File: config.mk
export PLATFORM = sky130hd
export DESIGN_NAME = message_frame_deframer
export DESIGN_NICKNAME = d
export VERILOG_FILES = /design/src/design/mfd_pkg.sv /design/src/design/mfd_cfg_regs.sv /design/src/design/mfd_parser.sv /design/src/design/mfd_out_buf.sv /design/src/design/message_frame_deframer.sv
export SDC_FILE = /design/constraint.sdc
export NUM_CORES = 1
export LEC_CHECK = 0
export ABC_AREA = 1
export BUFFER_PORTS_ARGS = -buffer_cell sky130_fd_sc_hd__buf_2
export CAP_MARGIN = 20
export CORE_AREA = 2 2 161 163
export DETAILED_ROUTE_END_ITERATION = 7
export DIE_AREA = 0 0 163 165
export GPL_TIMING_DRIVEN = 0
export PLACE_DENSITY = 0.73
export REMOVE_ABC_BUFFERS = 1
export SLEW_MARGIN = 20
export SYNTH_ARGS = -nofsm -noshare
export SYNTH_HDL_FRONTEND = slang
export SYNTH_SLANG_ARGS = --single-unit
File: constraint.sdc
create_clock -name clk -period 8 [get_ports clk]
set_input_delay 0 -clock clk [delete_from_list [all_inputs] [get_ports clk]]
set_output_delay 0 -clock clk [all_outputs]
set_load 0.005 [all_outputs]
File: src/design/mfd_pkg.sv
// ----------------------------------------------------------------------------
// mfd_pkg
// Shared types, codes and helpers for the message frame deframer.
// ----------------------------------------------------------------------------
package mfd_pkg;

  // Default width of each field's length prefix
  localparam int LENGTH_PREFIX_BITS_DEFAULT = 32;

  // Configuration register indexes
  localparam logic REG_MAGIC   = 1'b0;
  localparam logic REG_VERSION = 1'b1;

  // Parse phases
  localparam logic [3:0] PH_MAGIC    = 4'd0;
  localparam logic [3:0] PH_VERSION  = 4'd1;
  localparam logic [3:0] PH_TYPE     = 4'd2;
  localparam logic [3:0] PH_ID       = 4'd3;
  localparam logic [3:0] PH_SRC_LEN  = 4'd4;
  localparam logic [3:0] PH_PAY_LEN  = 4'd10;
  localparam logic [3:0] PH_PAY_DATA = 4'd11;
  localparam logic [3:0] PH_DONE     = 4'd12;

  // Input actions
  localparam logic ACT_BYTE = 1'b0;
  localparam logic ACT_END  = 1'b1;

  // Result kinds
  localparam logic [2:0] KIND_TYPE = 3'd0;
  localparam logic [2:0] KIND_ID   = 3'd1;
  localparam logic [2:0] KIND_END  = 3'd6;

  // End status codes
  localparam logic [3:0] STAT_OK           = 4'd0;
  localparam logic [3:0] STAT_MISS_MAGIC   = 4'd1;
  localparam logic [3:0] STAT_BAD_MAGIC    = 4'd2;
  localparam logic [3:0] STAT_MISS_VERSION = 4'd3;
  localparam logic [3:0] STAT_BAD_VERSION  = 4'd4;
  localparam logic [3:0] STAT_MISS_TYPE    = 4'd5;
  localparam logic [3:0] STAT_MISS_ID      = 4'd6;
  localparam logic [3:0] STAT_BAD_SOURCE   = 4'd7;
  localparam logic [3:0] STAT_NONE         = 4'd0;

  // One result transaction
  typedef struct packed {
    logic [2:0]  kind;
    logic [63:0] value;
    logic        field_last;
    logic [3:0]  status;
  } mfd_result_t;

  // Status reported by the end marker for a given parse position
  function automatic logic [3:0] mfd_end_status(input logic [3:0] phase,
                                                input logic [3:0] err);
    logic [3:0] ph_off;
    logic [3:0] st;
    ph_off = phase - PH_SRC_LEN;
    st     = STAT_OK;
    if (err != STAT_NONE) begin
      st = err;
    end else begin
      case (phase)
        PH_MAGIC:   st = STAT_MISS_MAGIC;
        PH_VERSION: st = STAT_MISS_VERSION;
        PH_TYPE:    st = STAT_MISS_TYPE;
        PH_ID:      st = STAT_MISS_ID;
        default: begin
          // length prefix and body of a field share one status
          if (phase >= PH_SRC_LEN && phase <= PH_PAY_DATA) begin
            st = STAT_BAD_SOURCE + {1'b0, ph_off[3:1]};
          end
        end
      endcase
    end
    return st;
  endfunction

endpackage

File: src/design/mfd_cfg_regs.sv
// ----------------------------------------------------------------------------
// mfd_cfg_regs
// Configuration registers: expected magic word and expected version.
// ----------------------------------------------------------------------------
module mfd_cfg_regs
  import mfd_pkg::*;
(
  input  logic        clk,
  input  logic        rst,
  input  logic        cfg_wr_en,
  input  logic        cfg_index,
  input  logic [31:0] cfg_data,
  output logic [31:0] expected_magic,
  output logic [15:0] expected_version
);

  // Register write decode
  always_ff @(posedge clk) begin
    if (rst) begin
      expected_magic   <= '0;
      expected_version <= '0;
    end else if (cfg_wr_en) begin
      unique case (cfg_index)
        REG_MAGIC:   expected_magic   <= cfg_data;
        REG_VERSION: expected_version <= cfg_data[15:0];
        default:     ;
      endcase
    end
  end

endmodule

File: src/design/mfd_parser.sv
// ----------------------------------------------------------------------------
// mfd_parser
// Byte-wise frame parser: holds the parse state and forms at most one
// result for each accepted input transaction.
// ----------------------------------------------------------------------------
module mfd_parser
  import mfd_pkg::*;
#(
  parameter int LENGTH_PREFIX_BITS = LENGTH_PREFIX_BITS_DEFAULT
) (
  input  logic        clk,
  input  logic        rst,
  input  logic        accept,
  input  logic        action,
  input  logic [7:0]  data_byte,
  input  logic [31:0] expected_magic,
  input  logic [15:0] expected_version,
  output logic        res_valid,
  output mfd_result_t res
);

  localparam int LEN_BYTES = (LENGTH_PREFIX_BITS + 7) / 8;

  logic [3:0]                    phase, phase_next;
  logic [2:0]                    byte_count, byte_count_next;
  logic [63:0]                   assembly_shift, assembly_shift_next;
  logic [LENGTH_PREFIX_BITS-1:0] bytes_remaining, bytes_remaining_next;
  logic [3:0]                    latched_error, latched_error_next;

  logic [63:0]                   shifted;
  logic [2:0]                    last_count;
  logic                          word_done;
  logic [LENGTH_PREFIX_BITS-1:0] prefix_len;

  assign shifted    = {assembly_shift[55:0], data_byte};
  assign prefix_len = shifted[LENGTH_PREFIX_BITS-1:0];

  // Byte count at which the multi-byte word in progress completes
  always_comb begin
    case (phase)
      PH_MAGIC:   last_count = 3'd3;
      PH_VERSION: last_count = 3'd1;
      PH_ID:      last_count = 3'd7;
      default:    last_count = 3'(LEN_BYTES - 1);
    endcase
  end

  assign word_done = (byte_count >= last_count);

  // Next state and result
  always_comb begin
    phase_next           = phase;
    byte_count_next      = byte_count;
    assembly_shift_next  = assembly_shift;
    bytes_remaining_next = bytes_remaining;
    latched_error_next   = latched_error;
    res_valid            = 1'b0;
    res                  = '0;

    if (accept) begin
      if (action == ACT_END) begin
        // end marker: report and start afresh
        res_valid            = 1'b1;
        res.kind             = KIND_END;
        res.status           = mfd_end_status(phase, latched_error);
        phase_next           = PH_MAGIC;
        byte_count_next      = '0;
        assembly_shift_next  = '0;
        bytes_remaining_next = '0;
        latched_error_next   = STAT_NONE;
      end else if (latched_error == STAT_NONE && phase < PH_DONE) begin
        unique case (phase)
          PH_MAGIC: begin
            assembly_shift_next = shifted;
            byte_count_next     = word_done ? 3'd0 : byte_count + 3'd1;
            if (word_done) begin
              assembly_shift_next = '0;
              if (shifted[31:0] != expected_magic) latched_error_next = STAT_BAD_MAGIC;
              else phase_next = PH_VERSION;
            end
          end
          PH_VERSION: begin
            assembly_shift_next = shifted;
            byte_count_next     = word_done ? 3'd0 : byte_count + 3'd1;
            if (word_done) begin
              assembly_shift_next = '0;
              if (shifted[15:0] != expected_version) latched_error_next = STAT_BAD_VERSION;
              else phase_next = PH_TYPE;
            end
          end
          PH_TYPE: begin
            res_valid  = 1'b1;
            res.kind   = KIND_TYPE;
            res.value  = {56'd0, data_byte};
            phase_next = PH_ID;
          end
          PH_ID: begin
            assembly_shift_next = shifted;
            byte_count_next     = word_done ? 3'd0 : byte_count + 3'd1;
            if (word_done) begin
              res_valid           = 1'b1;
              res.kind            = KIND_ID;
              res.value           = shifted;
              assembly_shift_next = '0;
              phase_next          = PH_SRC_LEN;
            end
          end
          default: begin
            if (!phase[0]) begin
              // length prefix byte
              assembly_shift_next = shifted;
              byte_count_next     = word_done ? 3'd0 : byte_count + 3'd1;
              if (word_done) begin
                assembly_shift_next  = '0;
                bytes_remaining_next = prefix_len;
                if (prefix_len != '0) phase_next = phase + 4'd1;
                else if (phase == PH_PAY_LEN) phase_next = PH_DONE;
                else phase_next = phase + 4'd2;
              end
            end else begin
              // field body byte; odd phases map straight onto kinds 2..5
              bytes_remaining_next = bytes_remaining - LENGTH_PREFIX_BITS'(1);
              res_valid            = 1'b1;
              res.kind             = phase[3:1];
              res.value            = {56'd0, data_byte};
              res.field_last       = (bytes_remaining == LENGTH_PREFIX_BITS'(1));
              if (res.field_last) begin
                phase_next = (phase == PH_PAY_DATA) ? PH_DONE : phase + 4'd1;
              end
            end
          end
        endcase
      end
    end
  end

  // Parse state
  always_ff @(posedge clk) begin
    if (rst) begin
      phase           <= PH_MAGIC;
      byte_count      <= '0;
      assembly_shift  <= '0;
      bytes_remaining <= '0;
      latched_error   <= STAT_NONE;
    end else begin
      phase           <= phase_next;
      byte_count      <= byte_count_next;
      assembly_shift  <= assembly_shift_next;
      bytes_remaining <= bytes_remaining_next;
      latched_error   <= latched_error_next;
    end
  end

endmodule

File: src/design/mfd_out_buf.sv
// ----------------------------------------------------------------------------
// mfd_out_buf
// Result register with a skid stage, so the input side keeps taking
// transactions while a result waits for the receiver.
// ----------------------------------------------------------------------------
module mfd_out_buf
  import mfd_pkg::*;
(
  input  logic        clk,
  input  logic        rst,
  input  logic        push,
  input  mfd_result_t push_data,
  output logic        can_push,
  output logic        out_valid,
  input  logic        out_ready,
  output mfd_result_t out_data
);

  logic        main_valid;
  mfd_result_t main_data;
  logic        skid_valid;
  mfd_result_t skid_data;
  logic        pop;

  assign pop       = main_valid && out_ready;
  assign out_valid = main_valid;
  assign out_data  = main_data;
  assign can_push  = !skid_valid;

  // Control: a push never coincides with a full skid stage
  always_ff @(posedge clk) begin
    if (rst) begin
      main_valid <= 1'b0;
      skid_valid <= 1'b0;
    end else if (skid_valid) begin
      if (pop) skid_valid <= 1'b0;
    end else if (push) begin
      if (main_valid && !pop) skid_valid <= 1'b1;
      else main_valid <= 1'b1;
    end else if (pop) begin
      main_valid <= 1'b0;
    end
  end

  // Payload
  always_ff @(posedge clk) begin
    if (skid_valid) begin
      if (pop) main_data <= skid_data;
    end else if (push) begin
      if (main_valid && !pop) skid_data <= push_data;
      else main_data <= push_data;
    end
  end

endmodule

File: src/design/message_frame_deframer.sv
// ----------------------------------------------------------------------------
// message_frame_deframer
// Parses big-endian message buffers one byte per transaction: magic,
// version, type, id and four length-prefixed fields.
// ----------------------------------------------------------------------------
// Usage:
//   Input channel (in_valid/in_ready): action 0 carries data_byte as the
//   next buffer byte; action 1 closes the buffer and always yields one end
//   status result, after which the next byte starts a new buffer.
//   Output channel (out_valid/out_ready): kind, value, field_last, status.
//   Type, id and each field byte give one result; magic, version, length
//   prefix bytes, bytes after the payload and bytes after an error give none.
//   The parser writes each result into the result register; when the
//   receiver stalls, a skid stage holds one more result. Throughput: one
//   transaction per cycle while in_ready is high, set by the single pass of
//   the parser between the state registers and the result register. in_ready
//   drops only once both the result register and skid stage are full.
//   Configuration writes (cfg_wr_en) take effect at once; write them only
//   while the block is idle.
//   Reset clears the parse state, the buffered results and both
//   configuration registers.
// ----------------------------------------------------------------------------
module message_frame_deframer
  import mfd_pkg::*;
#(
  parameter int LENGTH_PREFIX_BITS = LENGTH_PREFIX_BITS_DEFAULT
) (
  input  logic        clk,
  input  logic        rst,
  input  logic        cfg_wr_en,
  input  logic        cfg_index,
  input  logic [31:0] cfg_data,
  input  logic        in_valid,
  output logic        in_ready,
  input  logic        action,
  input  logic [7:0]  data_byte,
  output logic        out_valid,
  input  logic        out_ready,
  output logic [2:0]  kind,
  output logic [63:0] value,
  output logic        field_last,
  output logic [3:0]  status
);

  logic [31:0] expected_magic;
  logic [15:0] expected_version;
  logic        accept;
  logic        res_valid;
  mfd_result_t res;
  mfd_result_t out_data;

  assign accept = in_valid && in_ready;

  // Configuration registers
  mfd_cfg_regs u_cfg (
    .clk              (clk),
    .rst              (rst),
    .cfg_wr_en        (cfg_wr_en),
    .cfg_index        (cfg_index),
    .cfg_data         (cfg_data),
    .expected_magic   (expected_magic),
    .expected_version (expected_version)
  );

  // Parser
  mfd_parser #(
    .LENGTH_PREFIX_BITS (LENGTH_PREFIX_BITS)
  ) u_parser (
    .clk              (clk),
    .rst              (rst),
    .accept           (accept),
    .action           (action),
    .data_byte        (data_byte),
    .expected_magic   (expected_magic),
    .expected_version (expected_version),
    .res_valid        (res_valid),
    .res              (res)
  );

  // Result register and skid stage
  mfd_out_buf u_out (
    .clk       (clk),
    .rst       (rst),
    .push      (res_valid),
    .push_data (res),
    .can_push  (in_ready),
    .out_valid (out_valid),
    .out_ready (out_ready),
    .out_data  (out_data)
  );

  assign kind       = out_data.kind;
  assign value      = out_data.value;
  assign field_last = out_data.field_last;
  assign status     = out_data.status;

endmodule

==> results of run 1 <==
-- flip-flops by register name, summed over array words and instances (netlist names) --
name and flops:
u_cfg.expected_version 16, u_cfg.expected_magic 32, u_parser.byte_count 3, u_parser.bytes_remaining 32
u_parser.phase 4, u_out.skid_data 72, u_parser.latched_error 2, u_out.skid_valid 1
u_out.out_data 72, u_out.out_valid 1, u_parser.assembly_shift 56
-- logic make-up (layout without fill, tap and decap cells) --
group | Yosys count | after routing | synth area share
XOR/XNOR | 47 | 47 | 0.0304
adder cells (fa/ha/maj) | 17 | 17 | 0.0157
flip-flops | 291 | 291 | 0.536
AO/OA/AOI/OAI | 331 | 331 | 0.153
buffers and inverters | 208 | 379 | 0.0660
AND/OR/NAND/NOR | 584 | 584 | 0.199
-- how the worst max path moves through the flow --
| stage | slack, ns | start | endpoint |
|---|---|---|---|
| 6_report | 3.68 | u_parser.phase[2]$_SDFFE_PP0P_ | u_out.skid_data[50]$_DFFE_PP_ |
| 5_1_grt | 3.35 | u_parser.phase[2]$_SDFFE_PP0P_ | u_out.skid_data[47]$_DFFE_PP_ |
| 4_1_cts | 3.68 | u_parser.phase[2]$_SDFFE_PP0P_ | u_out.skid_data[62]$_DFFE_PP_ |
| 3_5_place_dp | 3.71 | u_parser.phase[2]$_SDFFE_PP0P_ | u_out.skid_data[48]$_DFFE_PP_ |
| 3_3_place_gp | -2.66 | u_parser.phase[0]$_SDFFE_PP0P_ | u_out.out_data[50]$_DFFE_PP_ |
| 2_1_floorplan | 0.25 | u_parser.phase[0]$_SDFFE_PP0P_ | u_out.out_data[0]$_DFFE_PP_ |
-- critical path, delay by kind of cell (launching register included) --
kind,cells,cell delay (ns)
DFF,1,0.53
buffers and inverters,5,1.16
AOI/OAI and AO/OA,1,0.51
adders and majority gates,2,0.60
and+or+nand+nor,7,1.17
-- power by group through the flow --
| stage | registers [uW] | clock network (uW) | logic [uW] |
|---|---|---|---|
| detailed placement | 1770 | 0 | 652 |
| global placement | 1790 | 0 | 599 |
| floorplan | 1760 | 0 | 422 |
| CTS | 1740 | 1380 | 676 |
| finish | 1740 | 1360 | 678 |
| global route | 1750 | 1440 | 758 |
-- layout make-up --
cell class / count / area [um2]
flip-flops and latches: 291 / 7270
multi-input cells: 979 / 5430
repair buffers: 190 / 1500
inverters: 135 / 514
fillers: 2068 / 8970
clock inverters: 10 / 131
clock buffers: 44 / 812
well taps: 330 / 413
-- routing by layer --
metal	vias to the layer above	part of all wire
li1	5309	-
met1	4961	0.44
met2	346	0.48
met3	49	0.061
met4	0	0.019
met5	-	0
-- cells in the final DEF, fill, tap and decap left out, types with 5 or more instances in the layout --
| cell | count |
|---|---|
| a211oi_1 | 50 |
| a21o_1 | 58 |
| a21oi_1 | 76 |
| a21oi_2 | 8 |
| a31oi_1 | 5 |
| buf_16 | 9 |
| buf_2 | 120 |
| buf_6 | 5 |
| clkbuf_1 | 12 |
| clkbuf_16 | 29 |
| dfxtp_1 | 145 |
| dlygate4sd3_1 | 52 |
| edfxtp_1 | 144 |
| ha_1 | 17 |
| inv_1 | 118 |
| inv_2 | 13 |
| nand2_1 | 208 |
| nand2_4 | 5 |
| nand3_1 | 38 |
| nand4_1 | 13 |
| nor2_1 | 239 |
| nor2_2 | 5 |
| nor3_1 | 14 |
| nor3_2 | 40 |
| nor3b_1 | 5 |
| o211ai_1 | 11 |
| o21ai_0 | 96 |
| o21ai_1 | 7 |
| xnor2_1 | 33 |
| xor2_1 | 14 |
-- metrics by stage --
step	setup WS, ns	std cells	hold WS [ns]	util
after detailed placement	3.71	1873	0.238	0.583
final	3.68	1979	0.0303	0.642
after global routing	3.35	1979	0.0438	0.642
after floorplan	0.247	1405	0.0691	-
after global placement	-2.66	1855	0.234	0.567
after CTS	3.68	1979	0.00230	0.642
==> results list, run 1 <==
* Final routed wirelength across all metal layers: about 33000 um
- Critical path required time: between 8 and 9 ns
- Final hold violation count: 0
* Die Y-Extent: 165 um
- Total cell area at the placement stage: about 0.015 mm2
- The clock reaches the later pin of the worst-skew pair after 0.56 ns.
* Site Rows: 58
- Final critical-path share of the clock period: 0.540
* Number of nets with antenna violations after routing: 0
* Top-Level Pins: 121
* Vias in the first global route: between 10000 and 15000
* Worst Hold Depth: 5
- The floorplan step defined a core boundary enclosing 0.0250 mm2.
- The worst setup path is of the reg2reg kind.
- The share of total power dissipated in combinational logic is 0.180.
- Static leakage power: approximately 0.0068 uW
* Max cap viols: 0
* Cell-by-cell trace of the critical path: inv_1 -> ha_1 -> nand2_2 -> nor2_1 -> ha_1 -> nand3_1 -> nand2_1 -> inv_2 -> nor2_1 -> inv_4 -> a211o_1 -> nand2_1 -> nand2_1 -> inv_4 -> buf_12
- Root Buffer Master: clkbuf_16
- Run status: finished clean
- Initial drt markers: 776
- The initial utilization of the core area, before any placement, comes to 0.542.
* Signed area change from the synthesized netlist to the final layout: 18.5%
* Number of antenna violations at the first check in global routing: 0
- Summing all non-filler instances in the final layout gives an area of 0.0161 mm2.
- Clock skew: 0.0137 ns
- Global-route wire length before repair: 52600 um
- Met3 Usage GRT: 0.0296
* Post-route setup TNS: 0 ns
- During synthesis, Yosys emitted a total of 0 warnings.
- Total setup violations reported at the end of the flow: 0
- Clock-pin transition on the worst setup and hold timing paths: ~0.060 ns
- Via count of the routed design: 10700
- Once the clock tree was built, the setup fixing pass inserted 0 buffers.
* DPL Wire Length: 22000 um
- Cell mode on critical path: nand2_1
- After detailed routing, the average wire length per cell comes to 16.4 um.
* Maximum count of clock buffers along a single path: 3
- Buffers placed on the I/O ports in this run total between 100 and 150.
* Part of the Yosys area used for sequential elements: 0.536
* Endpoint type of the worst setup path: register
- For this run, the slowest stage of the critical path takes 0.53 ns.
* DRC Markers: 0
- Number of buffers inserted during clock tree synthesis: 29
- CP Data Arrival Time: 4.56 ns
- The worst hold path begins at cfg_index.
- The synthesized netlist contains 54 unique library cells.
- Most Crowded Layer GR: met2
* CTS sink cnt: 291
* Number of enable-type register cells in the synthesized netlist: 144
* Internal power: about 2700 uW
- Sequential group share of total power: 0.460
* Depth of the worst register-to-register path: 15
- Transition at the pin with the smallest max-transition slack: 0.877 ns
* FF-to-FF Start: u_parser.phase[2]$_SDFFE_PP0P_
- Relative contribution of the clock network to total power: 0.360
* Most numerous cell in the Yosys netlist: nor2_1
- List of most frequent post-synthesis cells: nor2_1, nand2_1, dfxtp_1, edfxtp_1, inv_1
- Counting flops with an async set or reset pin after synthesis yields a share of 0.
- The repair_antennas step left the layout with diodes totalling 0.
* Area fraction of the dominant cell type after synthesis: 0.319
* CTS tree: yes
- By area the synthesized netlist is led by edfxtp_1, dfxtp_1, nor2_1, nand2_1, o21ai_0.
* Global route total overflow: 0
- Die area: 0.0269 mm2
- Kind of start point of the critical path: register
- Largest net degree at the start of global routing: 65
* Worst hold-check path type: in2reg
- Total count of max-transition violations in the final report: 0
- Synth Register Bits: a little under 300
- Area of the mapped netlist: 0.0136 mm2
- The first detailed-routing pass took 5 iterations.
- The analysis attributes to net switching a power of 1070 uW.
* Shortest period the worst path allows: 4.32 ns
- At the end of routability-driven placement, the weighted congestion stood at 0.907.
- Of the cells placed in the final design, the portion with a size suffix greater than 1 is 0.165.
* Worst IR Drop VDD: ~170 uV
* Worst reg2reg setup slack: 3.68 ns
- For this run, the leading register cell type out of synthesis is dfxtp_1.
- CTS built an H-tree with a depth of 1.
- edfxtp_1 takes more of the synthesized area than any other cell.
- Setup repair after global routing left no endpoint under its margin.
- Once the clock tree was built, the resizer swapped 0 gates to a different size.
* Critical Path Slowest Stage Cell: dfxtp_1
- DR vias/cell: 5.39
- From left edge to right edge, the die measures 163 um.
* Crit Path Max Fanout: 39
- Across every metal layer, demand over resource in global routing totals 0.244.
* Min-Delay Endpoint: u_cfg.expected_magic[14]$_SDFFE_PP0P_
- Post-Synthesis Mean Instance Area: 9.17 um2
- GR Layer Usage met1: 0.332
- Post-Syn Instances: 1478
* Switching Share: 0.284
- Net total in the final layout: 1690
- After layout, the design draws a total of 3770 uW.
- Maximum clock rate: 231 MHz
* Relative slew slack: 0.415
* Met2 routing resource usage after global routing: 0.419
* Cts hold-fix bufs: 52
- Worst r2r dst: u_out.skid_data[50]$_DFFE_PP_
- PD cells: 235 mW/mm2
(Power assumes the default switching activity.)
==> run 2: changes to the inputs <==
- clock period: 8 -> 4.1 ns (I/O delays scaled with it)
==> results list, run 2 (synthesis results as in run 1) <==
- Share of final-layout standard cells stronger than drive strength 1: 0.167 (was 0.165)
* Average wire per cell in the routed design: 16.4 um (about the same)
* Largest net degree at the start of global routing: 65 (unchanged)
* Category of the critical setup timing path: reg2reg (unchanged)
- Quantity of I/O buffers inserted on ports: 120 (unchanged)
- The initial detailed-routing violation count was 816 (was 776).
* Placed cells: 1873 (unchanged)
- The max-slew headroom at the worst pin was 0.425 (was 0.415).
* Post-route setup TNS: 0 ns (unchanged)
- The type of origin of the critical path is a register (unchanged).
- Initial Util: 0.542 (unchanged)
* Later-pin clock latency in the skew report: 0.56 ns (about the same)
- The critical path required time was 4.34 ns (was 8.24 ns).
- Global route total overflow: 0 (unchanged)
- Root Buffer Master: clkbuf_16 (unchanged)
- Commonest cells after routing, fill and taps aside: nor2_1, nand2_1, dfxtp_1, edfxtp_1, buf_2 (unchanged).
- The setup fix buffers added after clock tree synthesis was 0 (unchanged).
* Global-route wire length before repair: 52500 um (was 52600 um)
* CP Data Arrival Time: 4.13 ns (was 4.56 ns)
- The count of cells along the worst hold path was 5 (unchanged).
- The CTS tree is yes (unchanged).
- Number of buffers inserted during clock tree synthesis: 29 (unchanged)
* Maximum count of clock buffers along a single path: 3 (unchanged)
- Die area: 0.0269 mm2 (unchanged)
- Worst r2r dst: u_out.skid_data[50]$_DFFE_PP_ (unchanged)
- Static leakage power: 0.00676 uW (about the same)
- Via count of the routed design: 10700 (about the same)
- Final Worst Setup Slack: 0.204 ns (was 3.68 ns)
- The clock skew after layout came to 0.0113 ns (was 0.0137 ns).
- The final clock period utilization by the worst path was 0.950 (was 0.540).
* Switching power: 2090 uW (was 1070 uW)
- The number of rows in the core area came to 58 (unchanged).
* Transition at the pin with the smallest max-transition slack: 0.862 ns (was 0.877 ns)
- The DRC violation count after routing came to 0 (unchanged).
- The number of endpoints with negative hold slack in the final report is 0 (unchanged).
- The multi-input logic area is 0.00543 mm2 (about the same).
* Number of antenna violations at the first check in global routing: 0 (unchanged)
* PD cells: 458 mW/mm2 (was 235 mW/mm2)
- DPL Wire Length: 22000 um (unchanged)
* Biggest cell delay along the critical path: 0.53 ns (about the same)
* Worst IR Drop VDD: 331 uV (was 170 uV)
* H-Tree Depth: 1 (unchanged)
- The number of global-route vias before repair came to 10200 (about the same).
- Net total in the final layout: 1690 (unchanged)
* Min-Delay Endpoint: u_cfg.expected_magic[14]$_SDFFE_PP0P_ (unchanged)
- The area added between synthesis and finish was 18.6% (was 18.5%).
- The number of max-capacitance violations reported came to 0 (unchanged).
- Crit Path Max Fanout: 39 (unchanged)
- The combinational share of power came to 0.180 (about the same).
- DR vias/cell: 5.40 (was 5.39)
- Relative contribution of the clock network to total power: 0.360 (about the same)
- Setup slack after placement: -0.192 ns (was 3.71 ns)
- Internal power: 5280 uW (was 2700 uW)
- Run status: finished clean (unchanged).
- Total count of max-transition violations in the final report: 0 (unchanged)
* Top cell family by delay on the critical path: simple AND/OR/NAND/NOR gates (unchanged)
- The routability-driven placement congestion ratio came to 0.907 (unchanged).
- Depth of the worst register-to-register path: 13 (was 15)
- Unrepaired setup endpoints after global routing: no (unchanged)
* Length of the first detailed-routing pass in iterations: 6 (was 5)
- FF-to-FF Start: u_parser.phase[0]$_SDFFE_PP0P_ (was u_parser.phase[2]$_SDFFE_PP0P_)
- The reg-to-reg setup timing slack was 0.20 ns (was 3.68 ns).
- The net switching share of the total power came to 0.284 (about the same).
* Maximum clock rate: 257 MHz (was 231 MHz)
- The sort of element at the end of the critical path is a register (unchanged).
- The clock transition at the registers of the reported paths is 0.06 ns (about the same).
- The total wirelength of the detailed-routed design is 32500 um (about the same).
- FF+latch area: 0.00727 mm2 (about the same)
- The number of I/O pins was 121 (unchanged).
* Die Y-Extent: 165 um (unchanged)
- Cell-by-cell trace of the critical path: ha_1 -> nand3_1 -> ha_1 -> nand3_1 -> nand2_2 -> inv_2 -> nor2_1 -> inv_4 -> a211o_2 -> nand2_1 -> nand2_1 -> inv_8 -> buf_12 (was inv_1 -> ha_1 -> nand2_2 -> nor2_1 -> ha_1 -> nand3_1 -> nand2_1 -> inv_2 -> nor2_1 -> inv_4 -> a211o_1 -> nand2_1 -> nand2_1 -> inv_4 -> buf_12).
- Floorplan Core Area: 0.0250 mm2 (unchanged)
- The total global routing track utilization came to 0.243 (was 0.244).
- The combined buffer and inverter count along the critical path was 4 (was 5).
- The die outline width is 163 um (unchanged).
- The cell type of the slowest stage on the worst timing path was dfxtp_2 (was dfxtp_1).
* Sequential group share of total power: 0.460 (about the same)
* CTS sink cnt: 291 (unchanged)
- Fillers: 2067 (was 2068)
- Total setup violations reported at the end of the flow: 0 (unchanged)
- The startpoint of the lowest-slack hold path is cfg_index (unchanged).
* Shortest period the worst path allows: 3.90 ns (was 4.32 ns)
- The type of the most critical hold path is in2reg (unchanged).
- The final standard cell count with taps included and fillers excluded came to 1979 (unchanged).
- Number of antenna cells inserted: 0 (unchanged)
* Most common cell after layout, fill and taps aside: nor2_1 (unchanged)
- The number of routed nets with antenna violations was 0 (unchanged).
- The worst hold margin was 0.0310 ns (was 0.0303 ns).
-- run 2: area by class of cell --
class | instances | share of cell area
clock inverters | 10 | 0.00817
inverters | 135 | 0.0323
flip-flops and latches | 291 | 0.452
repair buffers | 190 | 0.0933
clock buffers | 44 | 0.0505
well taps | 330 | 0.0257
multi-input cells | 979 | 0.338
-- run 2: how the worst max path moves through the flow --
stage | cells after the start | endpoint | slack [ns] | startpoint
2_1_floorplan | 12 | u_out.out_data[0]$_DFFE_PP_ | -3.65 | u_parser.phase[0]$_SDFFE_PP0P_
3_3_place_gp | 12 | u_out.out_data[50]$_DFFE_PP_ | -6.56 | u_parser.phase[0]$_SDFFE_PP0P_
3_5_place_dp | 15 | u_out.skid_data[48]$_DFFE_PP_ | -0.19 | u_parser.phase[2]$_SDFFE_PP0P_
4_1_cts | 15 | u_out.skid_data[62]$_DFFE_PP_ | 0.11 | u_parser.phase[2]$_SDFFE_PP0P_
5_1_grt | 15 | u_out.skid_data[47]$_DFFE_PP_ | 0.02 | u_parser.phase[3]$_SDFFE_PP0P_
6_report | 13 | u_out.skid_data[50]$_DFFE_PP_ | 0.20 | u_parser.phase[0]$_SDFFE_PP0P_
-- run 2: metrics by stage --
| step | cell area, um2 | utilization | total power [uW] |
|---|---|---|---|
| final | 16100 | 0.642 | 7360 |
| after global routing | 16100 | 0.642 | 7700 |
| after CTS | 16100 | 0.642 | 7400 |
| after detailed placement | 14600 | 0.583 | 4720 |
| after global placement | 14200 | 0.567 | 4650 |
| after floorplan | 13200 | - | 4260 |
-- run 2: timing repair --
action,4_1_cts,5_1_grt
hold buffers,52,0
endpoints found under the setup margin,91,91
gates cloned,0,0
gates resized for setup,4,2
endpoints found under the hold margin,72,0
-- run 2: per-layer routing --
layer,track usage,up-vias,part of all wire
met2,0.417,349,0.48
met1,0.331,4979,0.44
met3,0.0299,52,0.061
li1,-,5304,-
met5,0,-,0
met4,0.0579,0,0.019
-- run 2: tightest hold or removal path, delay by kind of cell --
family / cells / cell delay, ns
buffers and inverters: 2 / 0.26
AOI/OAI and AO/OA: 1 / 0.16
and+or+nand+nor: 2 / 0.11
-- run 2: power groups by stage --
stage | registers, uW | logic, uW | clock network [uW]
3_3_place_gp | 3490 | 1170 | 0
6_report | 3390 | 1320 | 2650
5_1_grt | 3410 | 1480 | 2820
3_5_place_dp | 3450 | 1270 | 0
4_1_cts | 3390 | 1320 | 2700
2_1_floorplan | 3440 | 824 | 0
